$ cat config.mk
export PLATFORM = sky130hd
export DESIGN_NAME = vector_mask_unary_unit
export DESIGN_NICKNAME = d
export VERILOG_FILES = /design/src/rtl/vmu_pkg.sv /design/src/rtl/vmu_fifo.sv /design/src/rtl/vmu_front.sv /design/src/rtl/vmu_back.sv /design/src/rtl/vector_mask_unary_unit.sv
export SDC_FILE = /design/constraint.sdc
export NUM_CORES = 1
export LEC_CHECK = 0
export BUFFER_PORTS_ARGS = -buffer_cell sky130_fd_sc_hd__buf_2
export CORE_MARGIN = 2
export CORE_UTILIZATION = 30
export DETAILED_ROUTE_END_ITERATION = 12
export RECOVER_POWER = 50
export SKIP_LAST_GASP = 1
export SYNTH_ARGS = -nofsm -noshare
export SYNTH_HDL_FRONTEND = slang
export SYNTH_SLANG_ARGS = --single-unit
$ cat constraint.sdc
create_clock -name clk -period 6.8 [get_ports clk]
set_input_delay 0.34 -clock clk [delete_from_list [all_inputs] [get_ports clk]]
set_output_delay 0.34 -clock clk [all_outputs]
set_load 0.02 [all_outputs]
$ cat src/rtl/vmu_pkg.sv
package vmu_pkg;

  localparam int unsigned MaxElements = 1024;
  localparam int unsigned IdxW = 10;
  localparam int unsigned CountW = 11;
  localparam logic [CountW-1:0] CountMax = '1;

  localparam logic [4:0] OP_VMANDN  = 5'd0;
  localparam logic [4:0] OP_VMAND   = 5'd1;
  localparam logic [4:0] OP_VMOR    = 5'd2;
  localparam logic [4:0] OP_VMXOR   = 5'd3;
  localparam logic [4:0] OP_VMORN   = 5'd4;
  localparam logic [4:0] OP_VMNAND  = 5'd5;
  localparam logic [4:0] OP_VMNOR   = 5'd6;
  localparam logic [4:0] OP_VMXNOR  = 5'd7;
  localparam logic [4:0] OP_VMV_S_X = 5'd8;
  localparam logic [4:0] OP_VMV_X_S = 5'd9;
  localparam logic [4:0] OP_VCPOP   = 5'd10;
  localparam logic [4:0] OP_VFIRST  = 5'd11;
  localparam logic [4:0] OP_VZEXT8  = 5'd12;
  localparam logic [4:0] OP_VSEXT8  = 5'd13;
  localparam logic [4:0] OP_VZEXT4  = 5'd14;
  localparam logic [4:0] OP_VSEXT4  = 5'd15;
  localparam logic [4:0] OP_VZEXT2  = 5'd16;
  localparam logic [4:0] OP_VSEXT2  = 5'd17;
  localparam logic [4:0] OP_VMSBF   = 5'd18;
  localparam logic [4:0] OP_VMSOF   = 5'd19;
  localparam logic [4:0] OP_VMSIF   = 5'd20;
  localparam logic [4:0] OP_VIOTA   = 5'd21;
  localparam logic [4:0] OP_VID     = 5'd22;

  typedef enum logic [3:0] {
    CL_NONE,
    CL_LOGIC,
    CL_MVSX,
    CL_MVXS,
    CL_CPOP,
    CL_FIRST,
    CL_EXT,
    CL_SCAN,
    CL_IOTA,
    CL_VID
  } op_class_t;

  typedef enum logic [1:0] {
    SCAN_BF,
    SCAN_OF,
    SCAN_IF
  } scan_kind_t;

  typedef struct packed {
    op_class_t        cls;
    logic [IdxW-1:0]  idx;
    logic             first;
    logic             last;
    logic             present;
    logic             active;
    logic             a;
    logic             logic_bit;
    logic [1:0]       ext_shift;
    logic             ext_sgn;
    scan_kind_t       scan;
    logic [63:0]      val;
  } front_item_t;

  typedef struct packed {
    logic        we;
    logic        rbit;
    logic [63:0] relem;
    logic        sv;
    logic [63:0] sout;
  } result_t;

  function automatic logic [63:0] width_mask(input logic [1:0] code);
    logic [63:0] m;
    case (code)
      2'd0:    m = 64'h0000_0000_0000_00ff;
      2'd1:    m = 64'h0000_0000_0000_ffff;
      2'd2:    m = 64'h0000_0000_ffff_ffff;
      default: m = '1;
    endcase
    return m;
  endfunction

  function automatic logic [63:0] sign_ext(input logic [63:0] v, input logic [1:0] code);
    logic [63:0] r;
    case (code)
      2'd0:    r = {{56{v[7]}}, v[7:0]};
      2'd1:    r = {{48{v[15]}}, v[15:0]};
      2'd2:    r = {{32{v[31]}}, v[31:0]};
      default: r = v;
    endcase
    return r;
  endfunction

endpackage

$ cat src/rtl/vmu_fifo.sv
module vmu_fifo #(
  parameter int WIDTH = 8,
  parameter int DEPTH = 2
) (
  input  logic             clk,
  input  logic             rst,
  input  logic             push,
  input  logic [WIDTH-1:0] in_data,
  output logic             full,
  input  logic             pop,
  output logic [WIDTH-1:0] out_data,
  output logic             empty
);

  localparam int PtrW = (DEPTH > 1) ? $clog2(DEPTH) : 1;
  localparam int CntW = $clog2(DEPTH + 1);

  logic [WIDTH-1:0] mem [DEPTH];
  logic [PtrW-1:0]  wr_ptr;
  logic [PtrW-1:0]  rd_ptr;
  logic [CntW-1:0]  count;
  logic             do_push;
  logic             do_pop;

  assign full     = (count == CntW'(DEPTH));
  assign empty    = (count == '0);
  assign do_push  = push && !full;
  assign do_pop   = pop && !empty;
  assign out_data = mem[rd_ptr];

  always_ff @(posedge clk) begin
    if (do_push) begin
      mem[wr_ptr] <= in_data;
    end
  end

  always_ff @(posedge clk) begin
    if (rst) begin
      wr_ptr <= '0;
      rd_ptr <= '0;
      count  <= '0;
    end else begin
      if (do_push) begin
        wr_ptr <= (wr_ptr == PtrW'(DEPTH - 1)) ? '0 : wr_ptr + 1'b1;
      end
      if (do_pop) begin
        rd_ptr <= (rd_ptr == PtrW'(DEPTH - 1)) ? '0 : rd_ptr + 1'b1;
      end
      if (do_push && !do_pop) begin
        count <= count + 1'b1;
      end else if (do_pop && !do_push) begin
        count <= count - 1'b1;
      end
    end
  end

endmodule

$ cat src/rtl/vmu_front.sv
module vmu_front (
  input  logic [4:0]          op,
  input  logic [9:0]          elem_index,
  input  logic                first_item,
  input  logic                last_item,
  input  logic                present,
  input  logic                mask_a,
  input  logic                mask_b,
  input  logic                v0_bit,
  input  logic                unmasked,
  input  logic [63:0]         operand_value,
  output vmu_pkg::front_item_t item
);

  import vmu_pkg::*;

  logic in_range;
  logic pres;

  assign in_range = ({7'd0, elem_index} < 17'(MaxElements));
  assign pres     = present && in_range;

  always_comb begin
    item           = '0;
    item.cls       = CL_NONE;
    item.scan      = SCAN_BF;
    item.idx       = elem_index;
    item.first     = first_item;
    item.last      = last_item;
    item.present   = pres;
    item.active    = pres && (unmasked || v0_bit);
    item.a         = mask_a;
    item.val       = operand_value;
    item.ext_sgn   = op[0];
    case (op)
      OP_VMANDN: item.logic_bit = mask_a && !mask_b;
      OP_VMAND:  item.logic_bit = mask_a && mask_b;
      OP_VMOR:   item.logic_bit = mask_a || mask_b;
      OP_VMXOR:  item.logic_bit = mask_a ^ mask_b;
      OP_VMORN:  item.logic_bit = mask_a || !mask_b;
      OP_VMNAND: item.logic_bit = !(mask_a && mask_b);
      OP_VMNOR:  item.logic_bit = !(mask_a || mask_b);
      default:   item.logic_bit = !(mask_a ^ mask_b);
    endcase
    case (op) inside
      [OP_VMANDN:OP_VMXNOR]: item.cls = CL_LOGIC;
      OP_VMV_S_X:            item.cls = CL_MVSX;
      OP_VMV_X_S:            item.cls = CL_MVXS;
      OP_VCPOP:              item.cls = CL_CPOP;
      OP_VFIRST:             item.cls = CL_FIRST;
      OP_VZEXT8, OP_VSEXT8: begin
        item.cls       = CL_EXT;
        item.ext_shift = 2'd3;
      end
      OP_VZEXT4, OP_VSEXT4: begin
        item.cls       = CL_EXT;
        item.ext_shift = 2'd2;
      end
      OP_VZEXT2, OP_VSEXT2: begin
        item.cls       = CL_EXT;
        item.ext_shift = 2'd1;
      end
      OP_VMSBF: begin
        item.cls  = CL_SCAN;
        item.scan = SCAN_BF;
      end
      OP_VMSOF: begin
        item.cls  = CL_SCAN;
        item.scan = SCAN_OF;
      end
      OP_VMSIF: begin
        item.cls  = CL_SCAN;
        item.scan = SCAN_IF;
      end
      OP_VIOTA:              item.cls = CL_IOTA;
      OP_VID:                item.cls = CL_VID;
      default:               item.cls = CL_NONE;
    endcase
  end

endmodule

$ cat src/rtl/vmu_back.sv
module vmu_back (
  input  logic                 clk,
  input  logic                 rst,
  input  logic [1:0]           sew_code,
  input  logic                 item_valid,
  input  vmu_pkg::front_item_t item,
  output logic                 item_take,
  output logic                 res_push,
  output vmu_pkg::result_t     res,
  input  logic                 res_full
);

  import vmu_pkg::*;

  logic              found;
  logic [CountW-1:0] count;
  logic [IdxW-1:0]   first_idx;
  logic              seen;

  logic              found_cur;
  logic [CountW-1:0] count_cur;
  logic [IdxW-1:0]   first_idx_cur;
  logic              seen_cur;

  logic              found_next;
  logic [CountW-1:0] count_next;
  logic [IdxW-1:0]   first_idx_next;
  logic              seen_next;

  logic [63:0]       emask;
  logic [1:0]        src_code;
  logic              can_inc;

  assign item_take = item_valid && !res_full;
  assign res_push  = item_take;
  assign emask     = width_mask(sew_code);
  assign src_code  = sew_code - item.ext_shift;

  always_comb begin
    found_cur     = item.first ? 1'b0 : found;
    count_cur     = item.first ? '0 : count;
    first_idx_cur = item.first ? '0 : first_idx;
    seen_cur      = item.first ? 1'b0 : seen;
    can_inc       = (count_cur != CountMax);

    found_next     = found_cur;
    count_next     = count_cur;
    first_idx_next = first_idx_cur;
    seen_next      = seen_cur;
    res            = '0;

    case (item.cls)
      CL_LOGIC: begin
        res.we   = item.present;
        res.rbit = item.present && item.logic_bit;
      end
      CL_MVSX: begin
        if (item.present && item.idx == '0) begin
          res.we    = 1'b1;
          res.relem = item.val & emask;
        end
      end
      CL_MVXS: begin
        res.sv   = item.last;
        res.sout = item.last ? sign_ext(item.val, sew_code) : '0;
      end
      CL_CPOP: begin
        if (item.active && item.a && can_inc) begin
          count_next = count_cur + 1'b1;
        end
        res.sv   = item.last;
        res.sout = item.last ? {{(64 - CountW){1'b0}}, count_next} : '0;
      end
      CL_FIRST: begin
        if (item.active && item.a && !seen_cur) begin
          seen_next      = 1'b1;
          first_idx_next = item.idx;
        end
        if (item.last) begin
          res.sv   = 1'b1;
          res.sout = seen_next ? {{(64 - IdxW){1'b0}}, first_idx_next} : '1;
        end
      end
      CL_EXT: begin
        if (sew_code >= item.ext_shift && item.active) begin
          res.we    = 1'b1;
          res.relem = item.ext_sgn ? (sign_ext(item.val, src_code) & emask)
                                   : (item.val & width_mask(src_code));
        end
      end
      CL_SCAN: begin
        if (item.active) begin
          res.we     = 1'b1;
          found_next = found_cur || item.a;
          case (item.scan)
            SCAN_BF: res.rbit = !found_cur && !item.a;
            SCAN_OF: res.rbit = !found_cur && item.a;
            default: res.rbit = !found_cur;
          endcase
        end
      end
      CL_IOTA: begin
        if (item.active) begin
          res.we    = 1'b1;
          res.relem = {{(64 - CountW){1'b0}}, count_cur} & emask;
          if (item.a && can_inc) begin
            count_next = count_cur + 1'b1;
          end
        end
      end
      CL_VID: begin
        if (item.active) begin
          res.we    = 1'b1;
          res.relem = {{(64 - IdxW){1'b0}}, item.idx} & emask;
        end
      end
      default: begin
        res = '0;
      end
    endcase
  end

  always_ff @(posedge clk) begin
    if (rst) begin
      found     <= 1'b0;
      count     <= '0;
      first_idx <= '0;
      seen      <= 1'b0;
    end else if (item_take) begin
      found     <= found_next;
      count     <= count_next;
      first_idx <= first_idx_next;
      seen      <= seen_next;
    end
  end

endmodule

$ cat src/rtl/vector_mask_unary_unit.sv
// Element-serial vector mask and unary unit.
// Input queue: drive one element beat with push while full is low; the beat
// carries op, elem_index, first_item, last_item, present, mask bits, the v0
// bit, unmasked and operand_value. Set first_item on the first beat of an
// instruction to clear the found flag, running count and first index.
// Result queue: while empty is low the oldest result is on write_enable,
// result_bit, result_elem, scalar_valid and scalar_out; pop takes it.
// Every input beat yields exactly one result beat, in order.
// Configuration: cfg_data (element width code) is taken when cfg_valid and
// cfg_ready are high; cfg_ready is always high. Write only while idle.
// A beat is held in the decoder queue and its result in the result queue.
// Throughput: one beat per cycle while the result queue is not full, set by
// the back-end state update. A two-entry queue after the decoder and a
// two-entry result queue let the input side keep running while a result
// waits; if pop stays low, full rises after four beats are held and stays
// until a pop. Reset empties both queues, clears the running state and sets
// the element width code to 8 bits.
module vector_mask_unary_unit (
  input  logic        clk,
  input  logic        rst,
  input  logic        push,
  output logic        full,
  input  logic [4:0]  op,
  input  logic [9:0]  elem_index,
  input  logic        first_item,
  input  logic        last_item,
  input  logic        present,
  input  logic        mask_a,
  input  logic        mask_b,
  input  logic        v0_bit,
  input  logic        unmasked,
  input  logic [63:0] operand_value,
  input  logic        cfg_valid,
  output logic        cfg_ready,
  input  logic [1:0]  cfg_data,
  output logic        empty,
  input  logic        pop,
  output logic        write_enable,
  output logic        result_bit,
  output logic [63:0] result_elem,
  output logic        scalar_valid,
  output logic [63:0] scalar_out
);

  import vmu_pkg::*;

  localparam int QueueDepth = 2;

  logic [1:0]  sew_code;
  front_item_t front_item;
  front_item_t mid_item;
  logic        mid_empty;
  logic        mid_take;
  logic        res_push;
  logic        res_full;
  result_t     back_res;
  result_t     out_res;

  assign cfg_ready = 1'b1;

  always_ff @(posedge clk) begin
    if (rst) begin
      sew_code <= 2'd0;
    end else if (cfg_valid && cfg_ready) begin
      sew_code <= cfg_data;
    end
  end

  vmu_front u_front (
    .op            (op),
    .elem_index    (elem_index),
    .first_item    (first_item),
    .last_item     (last_item),
    .present       (present),
    .mask_a        (mask_a),
    .mask_b        (mask_b),
    .v0_bit        (v0_bit),
    .unmasked      (unmasked),
    .operand_value (operand_value),
    .item          (front_item)
  );

  vmu_fifo #(
    .WIDTH ($bits(front_item_t)),
    .DEPTH (QueueDepth)
  ) u_mid_q (
    .clk      (clk),
    .rst      (rst),
    .push     (push),
    .in_data  (front_item),
    .full     (full),
    .pop      (mid_take),
    .out_data (mid_item),
    .empty    (mid_empty)
  );

  vmu_back u_back (
    .clk        (clk),
    .rst        (rst),
    .sew_code   (sew_code),
    .item_valid (!mid_empty),
    .item       (mid_item),
    .item_take  (mid_take),
    .res_push   (res_push),
    .res        (back_res),
    .res_full   (res_full)
  );

  vmu_fifo #(
    .WIDTH ($bits(result_t)),
    .DEPTH (QueueDepth)
  ) u_res_q (
    .clk      (clk),
    .rst      (rst),
    .push     (res_push),
    .in_data  (back_res),
    .full     (res_full),
    .pop      (pop),
    .out_data (out_res),
    .empty    (empty)
  );

  assign write_enable = out_res.we;
  assign result_bit   = out_res.rbit;
  assign result_elem  = out_res.relem;
  assign scalar_valid = out_res.sv;
  assign scalar_out   = out_res.sout;

endmodule
== Yosys cells after proc, flatten, opt, wreduce, memory -nomap -nowiden ==
Memory sizes are Yosys's and may differ from the RTL's. A register that Yosys moved wholly into a read port is not among the register bits.
Cells that the tools add are included.

* Equality and inequality tests: 38
* Add/sub/neg operators: 10
* Multiplexer cells: 90
* Magnitude comparators: 3
* Reduce and logical (&&, ||, !) cells: 54
* Bitwise logic cells: 6

{| class="wikitable"
|+ Operator list
! operator !! count
|-
| one-hot mux 64 bit (3 select lines) || 4
|-
| two-way mux 64 bit || 11
|-
| one-hot mux 64 bit (4 select lines) || 1
|-
| one-hot mux 65 bit (3 select lines) || 1
|-
| AND 64 bit || 3
|-
| two-way mux 65 bit || 1
|-
| AND 10 x 64 -> 64 bit || 1
|-
| AND 11 x 64 -> 64 bit || 1
|-
| two-way mux 11 bit || 5
|-
| two-way mux 4 bit || 13
|-
| two-way mux 2 bit || 23
|-
| equality test 5 x 4 -> 1 bit, second input constant || 8
|-
| equality test 5 bit, second input constant || 7
|-
| two-way mux 10 bit || 3
|-
| two-way mux 1 bit || 23
|-
| logical AND 1 bit || 22
|-
| one-hot mux 11 bit (2 select lines) || 1
|-
| equality test 4 x 3 -> 1 bit, second input constant || 4
|-
| equality test 5 x 3 -> 1 bit, second input constant || 3
|-
| zero test 1 bit || 15
|-
| adder 11 x 1 -> 11 bit, second input constant || 1
|-
| inequality test 11 bit, second input constant || 1
|-
| equality test 5 x 2 -> 1 bit, second input constant || 2
|-
| zero test 10 bit || 1
|-
| other kinds (22) || 46
|}

* Bits in writable memories: 440
* Word-level logic and storage cells: 214
* Output and inout bits: 134
* Bits in registers: 33
* Memories: 2

{| class="wikitable"
|+ Memory list
! name !! words !! bits a word !! rd ports !! clocked after Yosys merged registers in !! wr ports !! line !! text
|-
| u_res_q.mem || 2 || 131 || 1 || 1 || 1 || vmu_fifo.sv:18 || <nowiki>logic [WIDTH-1:0] mem [DEPTH];</nowiki>
|-
| u_mid_q.mem || 2 || 89 || 1 || 1 || 1 || vmu_fifo.sv:18 ||
|}

== Depth between registers and ports, before layout ==
* Word-level depth: 14
* Gate-level depth with buffers: 16
* Gate-level depth less buffers: 9

== Cells and area by module ==
A second synthesis with hierarchy kept.

* Cell total of the unflattened synthesis: 1473
* Area total of the unflattened synthesis: 21395.5 um^2

{| class="wikitable"
|+ Modules (own cells, without submodules)
! module !! times used !! area each (um^2) !! cells each !! sequential area each (um^2)
|-
| vmu_fifo (u_res_q) || 1 || 10045.9 || 433 || 7967.6
|-
| vmu_fifo (u_mid_q) || 1 || 6671.4 || 302 || 5445.2
|-
| vmu_back || 1 || 3703.6 || 610 || 460.4
|-
| vmu_front || 1 || 892.1 || 119 || 0.0
|-
| vector_mask_unary_unit || 1 || 82.6 || 9 || 40.0
|}

== Least setup slack after synthesis ==
Ideal clock, no wire load.

* Kind: register to register
* Start point: reg u_res_q.count[0]
* End point: mem u_res_q.mem[0][0] (netlist name), enable pin
* Clock period less this slack: 6961 ps
* Setup time: 623 ps
* Path slack: -161 ps
* Required time: 6177 ps
* Stages on the path, launching flop included: 5
* Arrival time: 6338 ps
* Buffers on the path: 2
* Cell sequence: dfxtp_1 > o22ai_1 > clkbuf_1 > clkbuf_1 > nor2_1

* Longest elaborated chain between the ends: 6

{| class="wikitable"
|+ RTL lines
! element !! line !! text
|-
| from (decl) || vmu_fifo.sv:21 || <nowiki>logic [CntW-1:0] count;</nowiki>
|-
| from (signal assigned) || vmu_fifo.sv:50 || <nowiki>count <= count + 1'b1;</nowiki>
|-
| from (signal assigned) || vmu_fifo.sv:52 || <nowiki>count <= count - 1'b1;</nowiki>
|-
| equality test 2 bit (*) || vmu_fifo.sv:25 || <nowiki>assign full = (count == CntW'(DEPTH));</nowiki>
|-
| zero test 1 bit (*) || vmu_fifo.sv:27, vmu_back.sv:34 ||
|-
| logical AND 1 bit || vmu_back.sv:34 || <nowiki>assign item_take = item_valid && !res_full;</nowiki>
|-
| logical AND 1 bit (*) || vmu_fifo.sv:27 || <nowiki>assign do_push = push && !full;</nowiki>
|-
| two-way mux 1 bit (*) || vmu_fifo.sv:32 || <nowiki>if (do_push) begin</nowiki>
|-
| two-way mux 1 bit (not written as such) (*) || vmu_fifo.sv:33 || <nowiki>mem[wr_ptr] <= in_data;</nowiki>
|-
| to (decl) || vmu_fifo.sv:18 ||
|}

Mark *: on every way between the ends. The rest lies on a longest branch, timed or not.

== Final worst setup path ==
* Start point: reg u_res_q.count[0]
* End point: mem u_res_q.mem[0][63] (netlist name), enable pin

The elaborated chain is that of the path after synthesis.

==> impl_metrics.env <==
export IMPL_path_cells="o22ai_1 > clkbuf_1 > nor2_1 > clkbuf_2"
export IMPL_combPwrFrac_pct=32.6
export IMPL_drt_first_pass_iters=5
export IMPL_cpMaxStageDelayCell="clkbuf_2"
export IMPL_ys_top_cells_by_count="440 x edfxtp_1, 194 x mux2_2, 126 x nor2_1"
export IMPL_synth_async_reset_ratio_pct=0
export IMPL_fin_util_pct=36.7
export IMPL_antenna_found_initial=2
export IMPL_arrival_ns=5.11
export IMPL_power_frac_clock_pct=25.6
export IMPL_clk_latency_ns=0.59
export IMPL_final_area_um2=24700
export IMPL_cts_clk_slew_worst_paths_ns=0.06
export IMPL_setup_viol=0
export IMPL_syn_to_final_growth_pct=21.3
export IMPL_stdcell_count=2607
export IMPL_yosysTopAreaCell="edfxtp_1"
export IMPL_rsz0062_at_grt="false"
export IMPL_design_core_area_um2=67200
export IMPL_synth_most_common_cell="edfxtp_1"
export IMPL_numCtsBuffers=50
export IMPL_vias_per_cell=4.97
export IMPL_clock_root_buffer="clkbuf_16"
export IMPL_critPathCaptureType="flip-flop"
export IMPL_skew_ns=0.0168
export IMPL_avgSynthCellArea_um2=14.4
export IMPL_drc_errors=0
export IMPL_tightest_slew_ns=3.61
export IMPL_synth_top_area_share_pct=65.0
export IMPL_p_sw_share_pct=34.4
export IMPL_ys_ff_latch=475
export IMPL_dp_cells=2444
export IMPL_synthesis_area_um2=20300
export IMPL_r2r_slack_ns=1.80
export IMPL_wl_um=54600
export IMPL_syn_num_nets=1512
export IMPL_path_class="reg2reg"
export IMPL_boundaryPins=227
export IMPL_layout_drive_gt1_share_pct=24.6
export IMPL_reg2reg_to="u_res_q.mem[0][63]"
export IMPL_vias=13000
export IMPL_startpoint="u_res_q.count[0]"
export IMPL_grt_pass1_wl_um=80600
export IMPL_die_h_um=264
export IMPL_nets=1803
export IMPL_min_period_over_period_pct=73.5
export IMPL_io_buffers=225
export IMPL_power_leakage_nw=8.47
export IMPL_die_x_um=264
export IMPL_synth_main_ff_cell="edfxtp_1"
export IMPL_hpwlAfterDp_um=36300
export IMPL_r2r_start="u_res_q.count[0]"
export IMPL_htree_levels=2
export IMPL_p_per_area_nw_per_um2=428
export IMPL_fin_tns_setup_ns=0
export IMPL_violations="max-capacitance violations, max-slew violations"
export IMPL_dpl_cell_area_um2=22400
export IMPL_cts_tree="built"
export IMPL_grt_remaining_overflow=0
export IMPL_reg2reg_depth=4
export IMPL_rows=95
export IMPL_min_period_ns=5.00
export IMPL_cp_required_ns=6.91
export IMPL_cts_max_path_buffers=3
export IMPL_drt_iter0_drc=1071
export IMPL_relSlewSlack_pct=-141
export IMPL_p_sw_w=0.00364
export IMPL_timing_hold_ws_ns=0.0481
export IMPL_synth_edf_count=440
export IMPL_yosysWarningCount=0
export IMPL_start_util_pct=30.3
export IMPL_grtUsageTotal_pct=15.1
export IMPL_clkSinkCount=475
export IMPL_drv_cap=5
export IMPL_cp_max_fo=122
export IMPL_postSynthCellCount=1409
export IMPL_place_congestion=0.859
export IMPL_wl_per_cell_um=20.9
export IMPL_p_int_w=0.00693
export IMPL_drtAntennaViolNets=0
export IMPL_grt_max_degree=123
export IMPL_cpPeakStageDelay_ns=2.61
export IMPL_grt_pass1_vias=13100
export IMPL_slew_violations=280
export IMPL_fillers=6399
export IMPL_worstSetupStartpointType="flip-flop"
export IMPL_ir_drop_mv=0.295
export IMPL_seq_area_frac_synth_pct=68.4
export IMPL_fmax_ghz=0.200
export IMPL_finalHoldViolations=0
export IMPL_num_antenna_cells=0
export IMPL_p_seq_share_pct=41.8
export IMPL_synthDistinctLibCells=67
export IMPL_fp_dieArea_um2=69900
export IMPL_crit_path_end="u_res_q.mem[0][63]"
export IMPL_status="complete, but fails checks"
export IMPL_min_path_type="in2reg"
export IMPL_postCtsSetupBuffers=0
export IMPL_synthTopCellsByArea="edfxtp_1 65%, mux2_2 11%, dfxtp_1 3.4%"
kinds of logic after synthesis:
kind of cell | count (synthesis) | synth area share (%)
AND/OR/NAND/NOR | 276 | 6.43
other | 1 | 0.0184
adder cells (fa/ha/maj) | 10 | 0.652
multiplexers | 228 | 12.5
XOR/XNOR | 20 | 0.861
AO/OA/AOI/OAI | 300 | 9.13
flip-flops | 475 | 68.4
buffers and inverters | 99 | 2.01
metal layers:
metal | wire length [µm] | global-route usage, %
met5 | 11 | 0
met1 | 23400 | 20.1
met4 | 1500 | 4.90
met2 | 26300 | 25.0
met3 | 3380 | 2.76
stage by stage:
step	setup WS (ns)	power (W)
after floorplan	1.94	0.00670
after global placement	2.61	0.00792
after detailed placement	2.52	0.00796
after CTS	2.51	0.0107
after global routing	1.39	0.0111
final	1.80	0.0106
area by class of cell:
cell class,instances,area (µm²),area share (%)
clock buffer,60,1350,5.48
sequential,475,13900,56.4
tap,873,1090,4.43
clock inverter,26,264,1.07
multi-input combinational,835,6060,24.5
inverter,15,56.3,0.228
timing repair buffer,323,1930,7.83
worst min-delay path by stage:
| stage | startpoint | endpoint | slack [ns] | depth (start not counted) |
|---|---|---|---|---|
| after global routing | cfg_data[1] | sew_code[1] | 0.04 | 3 |
| final | cfg_data[0] | sew_code[0] | 0.05 | 3 |
| after global placement | u_back.found | u_back.found | 0.47 | 2 |
| after floorplan | operand_value[0] | u_mid_q.mem[0][0] | 0.44 | 0 |
| after detailed placement | u_back.first_idx[8] | u_back.first_idx[8] | 0.48 | 2 |
| after CTS | cfg_data[0] | sew_code[0] | 0.002 | 3 |
worst max-delay path, delay by kind of cell (launching register included):
| kind | cells | cell delay, ns |
|---|---|---|
| buffers and inverters | 2 | 3.04 |
| and+or+nand+nor | 1 | 0.80 |
| DFF | 1 | 0.42 |
| AOI/OAI and AO/OA | 1 | 0.12 |
cells in the final DEF, fill, tap and decap left out, types with 16 or more instances in the layout:
cell and instances:
edfxtp_1 440, mux2_2 175, buf_2 138, nor2_1 125, clkbuf_1 96, o21ai_0 92, a21oi_1 90, dlygate4sd3_1 77
clkbuf_16 53, nand2_1 40, dfxtp_1 34, mux2i_1 33, nand3_1 30, mux2_1 19, o22ai_1 18, a22oi_1 16
buf_4 16
power by group through the flow:
stage | Combinational (W) | Sequential [W] | Clock, W
4_1_cts | 0.00357 | 0.00438 | 0.00278
5_1_grt | 0.00369 | 0.00450 | 0.00287
3_5_place_dp | 0.00352 | 0.00444 | 0
2_1_floorplan | 0.00234 | 0.00436 | 0
3_3_place_gp | 0.00351 | 0.00440 | 0
6_report | 0.00344 | 0.00442 | 0.00271
registers in the layout, summed over array words and instances, names as in the netlist, named ones only:
| name | count |
|---|---|
| sew_code | 2 |
| u_back.first_idx | 10 |
| u_back.count | 11 |
| u_res_q.wr_ptr | 1 |
| u_mid_q.rd_ptr | 1 |
| u_mid_q.wr_ptr | 1 |
| u_res_q.rd_ptr | 1 |
| u_mid_q.mem | 178 |
| u_mid_q.count | 2 |
| u_back.seen | 1 |
| u_res_q.mem | 262 |
| u_back.found | 1 |
| u_res_q.count | 2 |
what timing repair did:
| item | CTS | global route |
|---|---|---|
| endpoints found under the hold margin | 153 | 0 |
| gates resized for setup | 0 | 0 |
| hold buffers | 77 | 0 |
No activity file was read; power rests on OpenSTA's default activity.
